## src/sv/dwsp_pkg.sv

```systemverilog
// ----------------------------------------------------------------------------
// dwsp_pkg: shared definitions for the deque with search and purge
// Opcodes, status codes, default depth and the result bundle.
// ----------------------------------------------------------------------------
package dwsp_pkg;

	localparam int DEPTH_DEF = 64;
	localparam int KEY_W     = 32;
	localparam int OP_W      = 3;
	localparam int ST_W      = 2;
	// input tdata: opcode and key, padded to whole bytes
	localparam int IN_TDATA_W = ((OP_W + KEY_W + 7) / 8) * 8;

	localparam logic [OP_W-1:0] OP_PUSH_FRONT = 3'd0;
	localparam logic [OP_W-1:0] OP_PUSH_BACK  = 3'd1;
	localparam logic [OP_W-1:0] OP_POP_FRONT  = 3'd2;
	localparam logic [OP_W-1:0] OP_POP_BACK   = 3'd3;
	localparam logic [OP_W-1:0] OP_FIND       = 3'd4;
	localparam logic [OP_W-1:0] OP_REMOVE     = 3'd5;
	localparam logic [OP_W-1:0] OP_CLEAR      = 3'd6;

	localparam logic [ST_W-1:0] ST_OK        = 2'd0;
	localparam logic [ST_W-1:0] ST_EMPTY     = 2'd1;
	localparam logic [ST_W-1:0] ST_FULL      = 2'd2;
	localparam logic [ST_W-1:0] ST_NOT_FOUND = 2'd3;

	typedef struct packed {
		logic [ST_W-1:0]  status;
		logic [KEY_W-1:0] data;
	} result_t;

endpackage

```

## src/sv/deque_with_search_and_purge_top.sv

```systemverilog
// ----------------------------------------------------------------------------
// deque_with_search_and_purge_top: bounded deque of 32-bit keys
// Push/pop at both ends, find first match, remove all matches, clear.
// ----------------------------------------------------------------------------
// Usage:
//   One request item enters on s_axis (opcode, key); exactly one result item
//   leaves on m_axis (status, data_out, entry_count) for each request.
//   Items are handled one at a time, in order.
// Steps from accept to result valid:
//   push, clear, no-op and push/pop on full/empty: S_EXEC, then S_FIN;
//   pop: S_EXEC, S_RD (one read of the key store), then S_FIN;
//   find / remove all: S_EXEC, S_SCAN over at most DEPTH positions, then S_FIN.
//   The walk reads one stored entry per cycle through the single read port
//   of the key store, so find and remove set the worst case rate.
// Throughput: the next request can be taken in the cycle after the result leaves
//   the sequencer; no new request is taken while one is still in progress, so
//   a full walk gives the slowest rate.
// Reset: arst_n clears the entry count and the front slot; the key store
//   itself is not cleared, since only stored entries are ever used.
// Stall: the result sits in an output register; the next request is taken
//   while it waits, and its result holds back until m_axis drains.
// ----------------------------------------------------------------------------
module deque_with_search_and_purge_top #(
	parameter int DEPTH = dwsp_pkg::DEPTH_DEF,
	localparam int AW   = (DEPTH > 1) ? $clog2(DEPTH) : 1,
	localparam int CW   = $clog2(DEPTH + 1),
	localparam int OUT_TDATA_W = ((dwsp_pkg::ST_W + dwsp_pkg::KEY_W + CW + 7) / 8) * 8
) (
	input  logic                            clk,
	input  logic                            arst_n,
	input  logic                            s_axis_tvalid,
	output logic                            s_axis_tready,
	// [2:0] opcode, [34:3] key_in, rest zero
	input  logic [dwsp_pkg::IN_TDATA_W-1:0] s_axis_tdata,
	output logic                            m_axis_tvalid,
	input  logic                            m_axis_tready,
	// [1:0] status, [33:2] data_out, [33+CW:34] entry_count, rest zero
	output logic [OUT_TDATA_W-1:0]          m_axis_tdata
);

	// controller to output register
	logic              res_valid;
	logic              res_ready;
	dwsp_pkg::result_t res;
	logic [CW-1:0]     count;

	// key store port
	logic                       mem_we;
	logic [AW-1:0]              mem_waddr;
	logic [dwsp_pkg::KEY_W-1:0] mem_wdata;
	logic [AW-1:0]              mem_raddr;
	logic [dwsp_pkg::KEY_W-1:0] mem_rdata;

	// output register
	logic              out_valid_q;
	dwsp_pkg::result_t out_res_q;
	logic [CW-1:0]     out_count_q;

	dwsp_ctrl #(
		.DEPTH (DEPTH),
		.AW    (AW),
		.CW    (CW)
	) u_ctrl (
		.clk       (clk),
		.arst_n    (arst_n),
		.in_valid  (s_axis_tvalid),
		.in_ready  (s_axis_tready),
		.in_op     (s_axis_tdata[dwsp_pkg::OP_W-1:0]),
		.in_key    (s_axis_tdata[dwsp_pkg::OP_W +: dwsp_pkg::KEY_W]),
		.res_valid (res_valid),
		.res_ready (res_ready),
		.res       (res),
		.count     (count),
		.mem_we    (mem_we),
		.mem_waddr (mem_waddr),
		.mem_wdata (mem_wdata),
		.mem_raddr (mem_raddr),
		.mem_rdata (mem_rdata)
	);

	dwsp_ram #(
		.DEPTH (DEPTH),
		.AW    (AW)
	) u_ram (
		.clk   (clk),
		.we    (mem_we),
		.waddr (mem_waddr),
		.wdata (mem_wdata),
		.raddr (mem_raddr),
		.rdata (mem_rdata)
	);

	// load a fresh result when the register is empty or being drained
	assign res_ready = !out_valid_q || m_axis_tready;

	always_ff @(posedge clk or negedge arst_n) begin
		if (!arst_n) begin
			out_valid_q <= 1'b0;
		end else if (res_ready) begin
			out_valid_q <= res_valid;
		end
	end

	// hold payload while stalled
	always_ff @(posedge clk) begin
		if (res_valid && res_ready) begin
			out_res_q   <= res;
			out_count_q <= count;
		end
	end

	assign m_axis_tvalid = out_valid_q;
	assign m_axis_tdata  = OUT_TDATA_W'({out_count_q, out_res_q.data, out_res_q.status});

endmodule

```

## src/sv/dwsp_ram.sv

```systemverilog
// ----------------------------------------------------------------------------
// dwsp_ram: key store
// One write port, one read port, read data registered.
// ----------------------------------------------------------------------------
module dwsp_ram #(
	parameter int DEPTH = dwsp_pkg::DEPTH_DEF,
	parameter int AW    = (DEPTH > 1) ? $clog2(DEPTH) : 1
) (
	input  logic                       clk,
	input  logic                       we,
	input  logic [AW-1:0]              waddr,
	input  logic [dwsp_pkg::KEY_W-1:0] wdata,
	input  logic [AW-1:0]              raddr,
	output logic [dwsp_pkg::KEY_W-1:0] rdata
);

	logic [dwsp_pkg::KEY_W-1:0] mem [DEPTH];
	logic [dwsp_pkg::KEY_W-1:0] rdata_q;

	always_ff @(posedge clk) begin
		if (we) begin
			mem[waddr] <= wdata;
		end
	end

	always_ff @(posedge clk) begin
		rdata_q <= mem[raddr];
	end

	assign rdata = rdata_q;

endmodule

```

## src/sv/dwsp_ctrl.sv

```systemverilog
// ----------------------------------------------------------------------------
// dwsp_ctrl: request sequencer
// Decodes one request, drives the key store and walks it for find/remove.
// ----------------------------------------------------------------------------
module dwsp_ctrl #(
	parameter int DEPTH = dwsp_pkg::DEPTH_DEF,
	parameter int AW    = (DEPTH > 1) ? $clog2(DEPTH) : 1,
	parameter int CW    = $clog2(DEPTH + 1)
) (
	input  logic                       clk,
	input  logic                       arst_n,
	input  logic                       in_valid,
	output logic                       in_ready,
	input  logic [dwsp_pkg::OP_W-1:0]  in_op,
	input  logic [dwsp_pkg::KEY_W-1:0] in_key,
	output logic                       res_valid,
	input  logic                       res_ready,
	output dwsp_pkg::result_t          res,
	output logic [CW-1:0]              count,
	output logic                       mem_we,
	output logic [AW-1:0]              mem_waddr,
	output logic [dwsp_pkg::KEY_W-1:0] mem_wdata,
	output logic [AW-1:0]              mem_raddr,
	input  logic [dwsp_pkg::KEY_W-1:0] mem_rdata
);

	localparam logic [2:0] S_IDLE = 3'd0;
	localparam logic [2:0] S_EXEC = 3'd1;
	localparam logic [2:0] S_RD   = 3'd2;
	localparam logic [2:0] S_SCAN = 3'd3;
	localparam logic [2:0] S_FIN  = 3'd4;

	logic [2:0]                 state_q;
	logic [dwsp_pkg::OP_W-1:0]  op_q;
	logic [dwsp_pkg::KEY_W-1:0] key_q;
	logic [AW-1:0]              front_q;
	logic [CW-1:0]              count_q;
	logic [CW-1:0]              pos_q;
	logic [CW-1:0]              kept_q;
	dwsp_pkg::result_t          res_q;

	logic          full;
	logic          empty;
	logic          match;
	logic          last;
	logic [AW-1:0] front_dec;
	logic [CW-1:0] kept_next;

	// ring slot of the entry at a given position from the front
	function automatic logic [AW-1:0] slot(input logic [AW-1:0] base, input logic [CW-1:0] pos);
		logic [CW:0] s;
		s = (CW+1)'(base) + (CW+1)'(pos);
		if (s >= (CW+1)'(DEPTH)) begin
			s = s - (CW+1)'(DEPTH);
		end
		return s[AW-1:0];
	endfunction

	assign full      = (count_q == CW'(DEPTH));
	assign empty     = (count_q == '0);
	assign match     = (mem_rdata == key_q);
	assign last      = ((pos_q + CW'(1)) == count_q);
	assign front_dec = (front_q == '0) ? AW'(DEPTH - 1) : front_q - AW'(1);
	assign kept_next = match ? kept_q : kept_q + CW'(1);

	assign in_ready  = (state_q == S_IDLE);
	assign res_valid = (state_q == S_FIN);
	assign res       = res_q;
	assign count     = count_q;

	always_comb begin
		mem_we    = 1'b0;
		mem_waddr = front_dec;
		mem_wdata = key_q;
		mem_raddr = front_q;
		if (state_q == S_EXEC) begin
			case (op_q) inside
				dwsp_pkg::OP_PUSH_FRONT: begin
					mem_we = !full;
				end
				dwsp_pkg::OP_PUSH_BACK: begin
					mem_we    = !full;
					mem_waddr = slot(front_q, count_q);
				end
				dwsp_pkg::OP_POP_BACK: begin
					mem_raddr = slot(front_q, count_q - CW'(1));
				end
				default: begin
					mem_raddr = front_q;
				end
			endcase
		end else if (state_q == S_SCAN) begin
			mem_raddr = slot(front_q, pos_q + CW'(1));
			if (op_q == dwsp_pkg::OP_REMOVE) begin
				// compact survivors toward the front; kept never passes pos
				mem_we    = !match;
				mem_waddr = slot(front_q, kept_q);
				mem_wdata = mem_rdata;
			end
		end
	end

	always_ff @(posedge clk or negedge arst_n) begin
		if (!arst_n) begin
			state_q <= S_IDLE;
			front_q <= '0;
			count_q <= '0;
		end else begin
			unique case (state_q)
				S_IDLE: begin
					if (in_valid) begin
						state_q <= S_EXEC;
					end
				end
				S_EXEC: begin
					case (op_q) inside
						dwsp_pkg::OP_PUSH_FRONT: begin
							state_q <= S_FIN;
							if (!full) begin
								front_q <= front_dec;
								count_q <= count_q + CW'(1);
							end
						end
						dwsp_pkg::OP_PUSH_BACK: begin
							state_q <= S_FIN;
							if (!full) begin
								count_q <= count_q + CW'(1);
							end
						end
						dwsp_pkg::OP_POP_FRONT, dwsp_pkg::OP_POP_BACK: begin
							if (!empty) begin
								state_q <= S_RD;
								count_q <= count_q - CW'(1);
								if (op_q == dwsp_pkg::OP_POP_FRONT) begin
									front_q <= slot(front_q, CW'(1));
								end
							end else begin
								state_q <= S_FIN;
							end
						end
						dwsp_pkg::OP_FIND, dwsp_pkg::OP_REMOVE: begin
							state_q <= empty ? S_FIN : S_SCAN;
						end
						dwsp_pkg::OP_CLEAR: begin
							state_q <= S_FIN;
							count_q <= '0;
							front_q <= '0;
						end
						default: begin
							state_q <= S_FIN;
						end
					endcase
				end
				S_RD: begin
					state_q <= S_FIN;
				end
				S_SCAN: begin
					if (op_q == dwsp_pkg::OP_FIND) begin
						if (match || last) begin
							state_q <= S_FIN;
						end
					end else if (last) begin
						count_q <= kept_next;
						state_q <= S_FIN;
					end
				end
				S_FIN: begin
					if (res_ready) begin
						state_q <= S_IDLE;
					end
				end
				default: begin
					state_q <= S_IDLE;
				end
			endcase
		end
	end

	// payload side: request, walk counters and result
	always_ff @(posedge clk) begin
		unique case (state_q)
			S_IDLE: begin
				if (in_valid) begin
					op_q  <= in_op;
					key_q <= in_key;
				end
			end
			S_EXEC: begin
				pos_q  <= '0;
				kept_q <= '0;
				case (op_q) inside
					dwsp_pkg::OP_PUSH_FRONT, dwsp_pkg::OP_PUSH_BACK: begin
						res_q <= '{status: full ? dwsp_pkg::ST_FULL : dwsp_pkg::ST_OK,
							data: '0};
					end
					dwsp_pkg::OP_POP_FRONT, dwsp_pkg::OP_POP_BACK: begin
						res_q <= '{status: empty ? dwsp_pkg::ST_EMPTY : dwsp_pkg::ST_OK,
							data: '0};
					end
					dwsp_pkg::OP_FIND: begin
						res_q <= '{status: empty ? dwsp_pkg::ST_NOT_FOUND : dwsp_pkg::ST_OK,
							data: '0};
					end
					default: begin
						res_q <= '{status: dwsp_pkg::ST_OK, data: '0};
					end
				endcase
			end
			S_RD: begin
				res_q <= '{status: dwsp_pkg::ST_OK, data: mem_rdata};
			end
			S_SCAN: begin
				pos_q  <= pos_q + CW'(1);
				kept_q <= kept_next;
				if (op_q == dwsp_pkg::OP_FIND) begin
					if (match) begin
						res_q <= '{status: dwsp_pkg::ST_OK, data: dwsp_pkg::KEY_W'(pos_q)};
					end else if (last) begin
						res_q <= '{status: dwsp_pkg::ST_NOT_FOUND, data: '0};
					end
				end
			end
			default: begin
			end
		endcase
	end

	a_count_bound: assert property (@(posedge clk) disable iff (!arst_n)
		count_q <= CW'(DEPTH))
		else $error("entry count above depth");

	a_front_bound: assert property (@(posedge clk) disable iff (!arst_n)
		front_q <= AW'(DEPTH - 1))
		else $error("front slot out of range");

	a_scan_pos: assert property (@(posedge clk) disable iff (!arst_n)
		(state_q == S_SCAN) |-> (pos_q < count_q))
		else $error("walk position past stored entries");

	a_write_state: assert property (@(posedge clk) disable iff (!arst_n)
		mem_we |-> (state_q == S_EXEC || state_q == S_SCAN))
		else $error("key store written outside execute or walk");

	a_accept_exec: assert property (@(posedge clk) disable iff (!arst_n)
		(in_valid && in_ready) |=> (state_q == S_EXEC))
		else $error("accepted item did not start");

endmodule
```

## config.mk

```make
export PLATFORM = sky130hd
export DESIGN_NAME = deque_with_search_and_purge_top
export DESIGN_NICKNAME = d
export VERILOG_FILES = /design/src/sv/dwsp_pkg.sv /design/src/sv/deque_with_search_and_purge_top.sv /design/src/sv/dwsp_ram.sv /design/src/sv/dwsp_ctrl.sv
export SDC_FILE = /design/constraint.sdc
export NUM_CORES = 2
export LEC_CHECK = 0
export BUFFER_PORTS_ARGS = -buffer_cell sky130_fd_sc_hd__buf_2
export CORE_ASPECT_RATIO = 1.2
export CORE_MARGIN = 5
export CORE_UTILIZATION = 37
export CTS_BUF_LIST = sky130_fd_sc_hd__clkbuf_16
export CTS_CLUSTER_DIAMETER = 50
export DETAILED_ROUTE_END_ITERATION = 10
export PLACE_DENSITY_LB_ADDON = 0.08
export SLEW_MARGIN = 10
export SYNTH_ARGS = -nofsm -noshare
export SYNTH_HDL_FRONTEND = slang
export SYNTH_HIERARCHICAL = 1
export SYNTH_SLANG_ARGS = --single-unit
```

## constraint.sdc

```tcl
create_clock -name clk -period 6.4 [get_ports clk]
set_clock_uncertainty 0.2 [all_clocks]
set_input_delay 1.28 -clock clk [delete_from_list [all_inputs] [get_ports clk]]
set_output_delay 1.28 -clock clk [all_outputs]
set_load 0.05 [all_outputs]
```

## Word-level counts from Yosys, hierarchy flattened

Memories as Yosys holds them, arrays and structs flattened. A register that Yosys moved wholly into a read port is not among the register bits.
Cells that the tools add are included.

| word-level totals | value |
|---|---|
| bits in registers | 141 |
| RAM bits | 2048 |
| memories kept | 1 |

| operators by class | value |
|---|---|
| add/sub/neg operators | 15 |
| order comparisons | 5 |
| equal/unequal tests | 29 |
| muxes and demuxes | 69 |
| reductions and logical operators | 21 |

Memory list:

| memory | words | width | rd ports | clocked after Yosys merged registers in | wr ports | line | source |
|---|---|---|---|---|---|---|---|
| u_ram.mem | 64 | 32 | 1 | 1 | 1 | dwsp_ram.sv:17 | `logic [dwsp_pkg::KEY_W-1:0] mem [DEPTH];` |

Operators with widths:

| kind | count |
|---|---|
| $mux 34 | 6 |
| $mux 6 | 24 |
| $pmux 34 s3 | 1 |
| $mux 32 | 3 |
| $mux 7 | 10 |
| $pmux 7 s2 | 3 |
| $sub 6x1->6 const B | 6 |
| $mux 3 | 11 |
| $add 6x7->8 | 4 |
| $eq 32x32->1 | 1 |
| $ge 8x7->1 const B | 4 |
| $add 7x1->7 const B | 3 |
| $ne 5x5->1 const B | 3 |
| $pmux 3 s5 | 1 |
| $eq 3x2->1 const B | 4 |
| $eq 3x3->1 const B | 4 |
| $ne 3x1->1 const B | 3 |
| $mux 1 | 8 |
| $ne 2x2->1 const B | 4 |
| $add 6x1->7 const B | 1 |
| $eq 7x7->1 | 1 |
| $eq 7x7->1 const B | 1 |
| $ge 7x7->1 const B | 1 |
| $logic_not 7->1 | 1 |
| other kinds (19) | 31 |

## Depth between registers and ports, before layout

| depth | value |
|---|---|
| depth in word-level cells | 8 |
| gate-level depth with buffers | 18 |

## By module

The synthesis kept the hierarchy.

By module, submodules not included:

| module | instances | cells each | area an instance (µm²) |
|---|---|---|---|
| dwsp_ram | 1 | 3324 | 78512.8 |
| dwsp_ctrl | 1 | 683 | 6511.2 |
| deque_with_search_and_purge_top | 1 | 53 | 1341.3 |

## Least setup slack after synthesis

Ideal clock, no wire load.

| timing path | value |
|---|---|
| path kind | reg2reg |
| start | reg u_ctrl.front_q[1] |
| end | mem u_ram/mem[49][0] (netlist bit), enable pin |
| data arrival time | 4500 ps |
| required time | 5739 ps |
| slack | 1239 ps |
| stages on the path, launching flop included | 12 |
| path buffers | 1 |
| cell sequence | dfrtp_1 > inv_1 > ha_1 > nor2b_1 > and2_1 > o21ai_0 > o21ai_0 > a221o_1 > clkbuf_1 > nor2b_1 > nand4_1 > nor3_1 |

| between the ends | value |
|---|---|
| cells in the longest elaborated chain, start to end | 6 |
| elaborated cells on any way between the ends | 16 |
| classes of those cells | add/sub: 5; order compare: 2; mux: 8; reduce/logical: 1 |

Ends and longest elaborated chain:

| what | line | source |
|---|---|---|
| from (decl) | dwsp_ctrl.sv:36 | `logic [AW-1:0] front_q;` |
| from (signal assigned) | dwsp_ctrl.sv:120 | `front_q <= front_dec;` |
| from (signal assigned) | dwsp_ctrl.sv:135 | `front_q <= slot(front_q, CW'(1));` |
| $add 6x7->8 | dwsp_ctrl.sv:52 | `s = (CW+1)'(base) + (CW+1)'(pos);` |
| $ge 8x7->1 or $sub 6x1->6 (tied branches) | dwsp_ctrl.sv:53, dwsp_ctrl.sv:54 |  |
| $mux 6 | dwsp_ctrl.sv:53 | `if (s >= (CW+1)'(DEPTH)) begin` |
| $mux 6 (on tied branches) | dwsp_ctrl.sv:94, dwsp_ctrl.sv:77 |  |
| $mux 6 (on tied branches) | dwsp_ctrl.sv:92, dwsp_ctrl.sv:77 |  |
| $mux 6 * | dwsp_ctrl.sv:76 | `if (state_q == S_EXEC) begin` |
| via mem_waddr[3] | deque_with_search_and_purge_top.sv:49 | `logic [AW-1:0] mem_waddr;` |
| to (decl) | dwsp_ram.sv:17 |  |

Mark *: on every way through the listed nets, which the timed path passes. The rest lies on a longest branch.

## Worst setup path in the final report

| timing path | value |
|---|---|
| start | reg u_ctrl.count_q[0] (netlist: u_ctrl/count[0]) |
| end | reg u_ram.rdata_q, in the netlist u_ram/rdata[7] (read register of u_ram.mem) |

| between the ends | value |
|---|---|
| cells in the longest elaborated chain, start to end | 8 |
| elaborated cells on any way between the ends | 9 |
| classes of those cells | add/sub: 3; order compare: 1; mux: 5 |

Ends and longest elaborated chain:

| what | line | source |
|---|---|---|
| from (decl) | dwsp_ctrl.sv:37 | `logic [CW-1:0] count_q;` |
| from (signal assigned) | dwsp_ctrl.sv:121 | `count_q <= count_q + CW'(1);` |
| from (signal assigned) | dwsp_ctrl.sv:127 | `count_q <= count_q + CW'(1);` |
| from (signal assigned) | dwsp_ctrl.sv:133 | `count_q <= count_q - CW'(1);` |
| $sub 7x1->7 * | dwsp_ctrl.sv:86 | `mem_raddr = slot(front_q, count_q - CW'(1));` |
| $add 6x7->8 * | dwsp_ctrl.sv:52 |  |
| $ge 8x7->1 or $sub 6x1->6 (tied branches) | dwsp_ctrl.sv:53, dwsp_ctrl.sv:54 |  |
| $mux 6 * | dwsp_ctrl.sv:53 |  |
| $mux 6 * (3 in series) | dwsp_ctrl.sv:77 | `case (op_q) inside` |
| $mux 6 * | dwsp_ctrl.sv:76 |  |
| via mem_raddr[3] | deque_with_search_and_purge_top.sv:51 | `logic [AW-1:0] mem_raddr;` |
| to (decl) | dwsp_ram.sv:18 | `logic [dwsp_pkg::KEY_W-1:0] rdata_q;` |

Marked as above.
A chain may end at the register's enable or synchronous reset.

==> out/results.ini <==
[sta]
relSlewSlack_pct = 17.0
fin_tns_setup_ns = 0
drv_slew = 0
max_freq_mhz = 186
setup_viol_count_final = 0
rsz0062_at_grt = false
hold_violations = 0
period_minus_slack_ns = 5.38
fin_crit_sh_pct = 84.0
tightest_slew_ns = 1.24
timing.hold.ws_ns = 0.147

[power_and_ir_drop]
p_per_area_nw_per_um2 = 521
ir_worst_vdd_v = 0.000320
p_total_uw = 52500
p_leak_uw = 0.0318

[synthesis]
synth_edf_count = 2172
synth_seq_cells = 2221
synth.area.top_cells = edfxtp_1, mux4_2, mux2i_1
syn_area_um2 = 86400
synth_top_area_share_pct = 75.5
synthFlopType = edfxtp_1
synth_seq_area_share_pct = 76.8
yosys-top-cells-count = edfxtp_1, mux4_2, nor2_1
synth_warnings = 6
postSynthCellCount = 4060
synth_top_area_cell = edfxtp_1
synth.most_common_cell = edfxtp_1
ys_types = 76
async_flop_share_pct = 0.765
avgSynthCellArea_um2 = 21.3

[place]
globalplace.congestion = 0.817
numPortBuffers = 81
hpwl_um = 158000

[floorplan]
start_util_pct = 37.1
die_area_um2 = 243000
placementRows = 194
die_h_um = 539
dieWidth_um = 451
core-area_um2 = 233000
io_pins = 94

[cts]
postCtsHoldBufs = 0
cts_resized = 0
clockBufferDepth = 4
ctsRootBufferMaster = clkbuf_16
numCtsBuffers = 241
cts_sinks = 2221
clkSlewWorstSetupHoldPaths_ns = 0.06
cts_tree = built
clkLatencyLatePin_ns = 0.88
cts_htree_levels = 4
post_cts_buffers = 0

[routing]
wl_per_cell_um = 32.7
avgViaCountPerCell = 5.47
num_vias = 42200
drc = 0
drt.antenna.violating_nets = 0
wl_um = 252000
dr.pass1.iters = 7
drt-initial-drc-count = 3820

[worst_setup_path]
max_stage_delay_ns = 0.85
worstSetupStartpointType = flop
cp_slowest_cell = o21ai_4
worstReg2RegEnd = u_ram/rdata[7]
crit_end = u_ram/rdata[7]
r2r_slack_ns = 1.02
path_cells = inv_1, ha_1, xor2_1, ha_1, a21oi_1, xor2_1, nor3_1, a21oi_1, o21ai_4, buf_4, buf_12, nand2b_1, buf_4, o22ai_1, nor2_1, a21oi_1, buf_4, nor2_1
critPathLaunch = u_ctrl/count[0]
cp.depth = 18
critPathBufInv = 5
endpoint_kind = flop
crit_required_ns = 7.00
arrival_ns = 5.98
crit_family = compound AO/OA/AOI/OAI gates
r2r-start = u_ctrl/count[0]
cp_max_fo = 27
r2r_cells = 18
critical_path_class = reg2reg

[final_layout]
final_util_pct = 43.3
area_growth_pct = 16.7
fin_nets = 4544
drive_above_1_share_pct = 29.4
fillCellCount = 20100

[global_route]
antenna_found_initial = 16
met3_usage_pct = 2.95
grt_use_met1_pct = 27.4
overflow = 0
grtUsageMet2_pct = 35.2
grt_use_total_pct = 20.5
grt_busiest_layer = met2
grt_pass1_wl_um = 352000
grt_max_degree = 65
grt_pass1_vias = 44000

[run_status]
status = completed

[flow_run]
drv_cap = 0

[hold_path]
min_path_type = in2async

## logic make-up after synthesis
group           synth area share (%)
compound gates                  2.54
buf+inv                         1.36
flops                           76.8
mux                             15.3
fa+ha+maj                      0.498
simple gates                    2.72
other cells                  0.00434
xor+xnor                       0.807
## routing by layer
layer  vias up  part of all wire [%]  wire [µm]
met1     23000                    42     106000
met3       338                   4.5      11300
met5         -                0.0044         11
met4         2                   3.0       7480
met2      1098                    51     128000
li1      17800                     -          -
## placed cells by master, fill, tap and decap left out, types with 18 or more instances in the layout
cell type  Yosys  layout
a21oi_1       95      94
a22oi_1       19      19
and2_1        36      35
buf_12         0      66
buf_2         64      81
buf_4         31     238
bufinv_16      0      18
clkbuf_16      0     243
clkinv_1       1      60
clkinv_2       0      29
dfxtp_1       32      32
edfxtp_1    2172    2172
ha_1          28      28
inv_1         23      85
mux2i_1       97      97
mux4_2       544     544
nand2_1      160     127
nand2_2        0      31
nand3_1       28      28
nor2_1       171     107
nor2_4         0      63
nor2b_1       20      19
nor3_1        20      18
o21ai_0       28      24
o221ai_1      28      28
o22ai_1       87      87
xnor2_1       58      58
## through the flow
step | cell area (µm²) | worst slack [ns] | std cells
after global placement | 93300 | 1.08 | 7263
after floorplan | 86400 | 1.24 | 4066
final | 101000 | 1.02 | 7714
after global routing | 101000 | 0.757 | 7703
after detailed placement | 93300 | 0.983 | 7263
after CTS | 101000 | 0.934 | 7701
## state kept, by name (all words and copies together) (netlist names), 7 cells and up
register       cells
m_axis_tdata      34
out_count_q        7
u_ctrl/count       7
u_ctrl/kept_q      7
u_ctrl/key_q      32
u_ctrl/pos_q       7
u_ctrl/res        34
u_ram/mem       2048
u_ram/rdata       32
## cell type report
| cell class | count | area (µm²) | area share, % |
|---|---|---|---|
| antenna | 13 | 32.5 | 0.0323 |
| clock buffer | 243 | 6080 | 6.03 |
| clock inverter | 195 | 1390 | 1.37 |
| inverter | 24 | 90.1 | 0.0894 |
| multi-input combinational | 1595 | 19600 | 19.4 |
| sequential | 2221 | 66300 | 65.8 |
| tap | 3038 | 3800 | 3.77 |
| timing repair buffer | 385 | 3510 | 3.49 |
## where the power goes
| group | internal [µW] | leakage (µW) | total, µW | switching, µW |
|---|---|---|---|---|
| Sequential | 17500 | 0.0201 | 18100 | 577 |
| Clock | 7570 | 0.00386 | 13300 | 5690 |
| Combinational | 8400 | 0.00785 | 21100 | 12700 |
| Total | 33500 | 0.0318 | 52500 | 19000 |
## worst register-to-register path, delay by kind of cell, from the launching register on
| family | cells | cell delay (ns) |
|---|---|---|
| compound gates | 5 | 1.38 |
| buf+inv | 5 | 1.21 |
| simple gates | 4 | 0.91 |
| fa+ha+maj | 2 | 0.65 |
| flops | 1 | 0.58 |
| xor+xnor | 2 | 0.38 |
## how the worst min path moves through the flow
stage,from,to,slack (ns)
final,arst_n,m_axis_tvalid,0.15
after global routing,arst_n,m_axis_tvalid,0.14
after CTS,arst_n,m_axis_tvalid,0.09
after detailed placement,u_ctrl/res[32],m_axis_tdata[0],0.20
after global placement,u_ctrl/res[5],m_axis_tdata[7],0.21
after floorplan,u_ctrl/res[32],m_axis_tdata[0],0.20
Note: power is estimated with default switching activity, not from simulation.
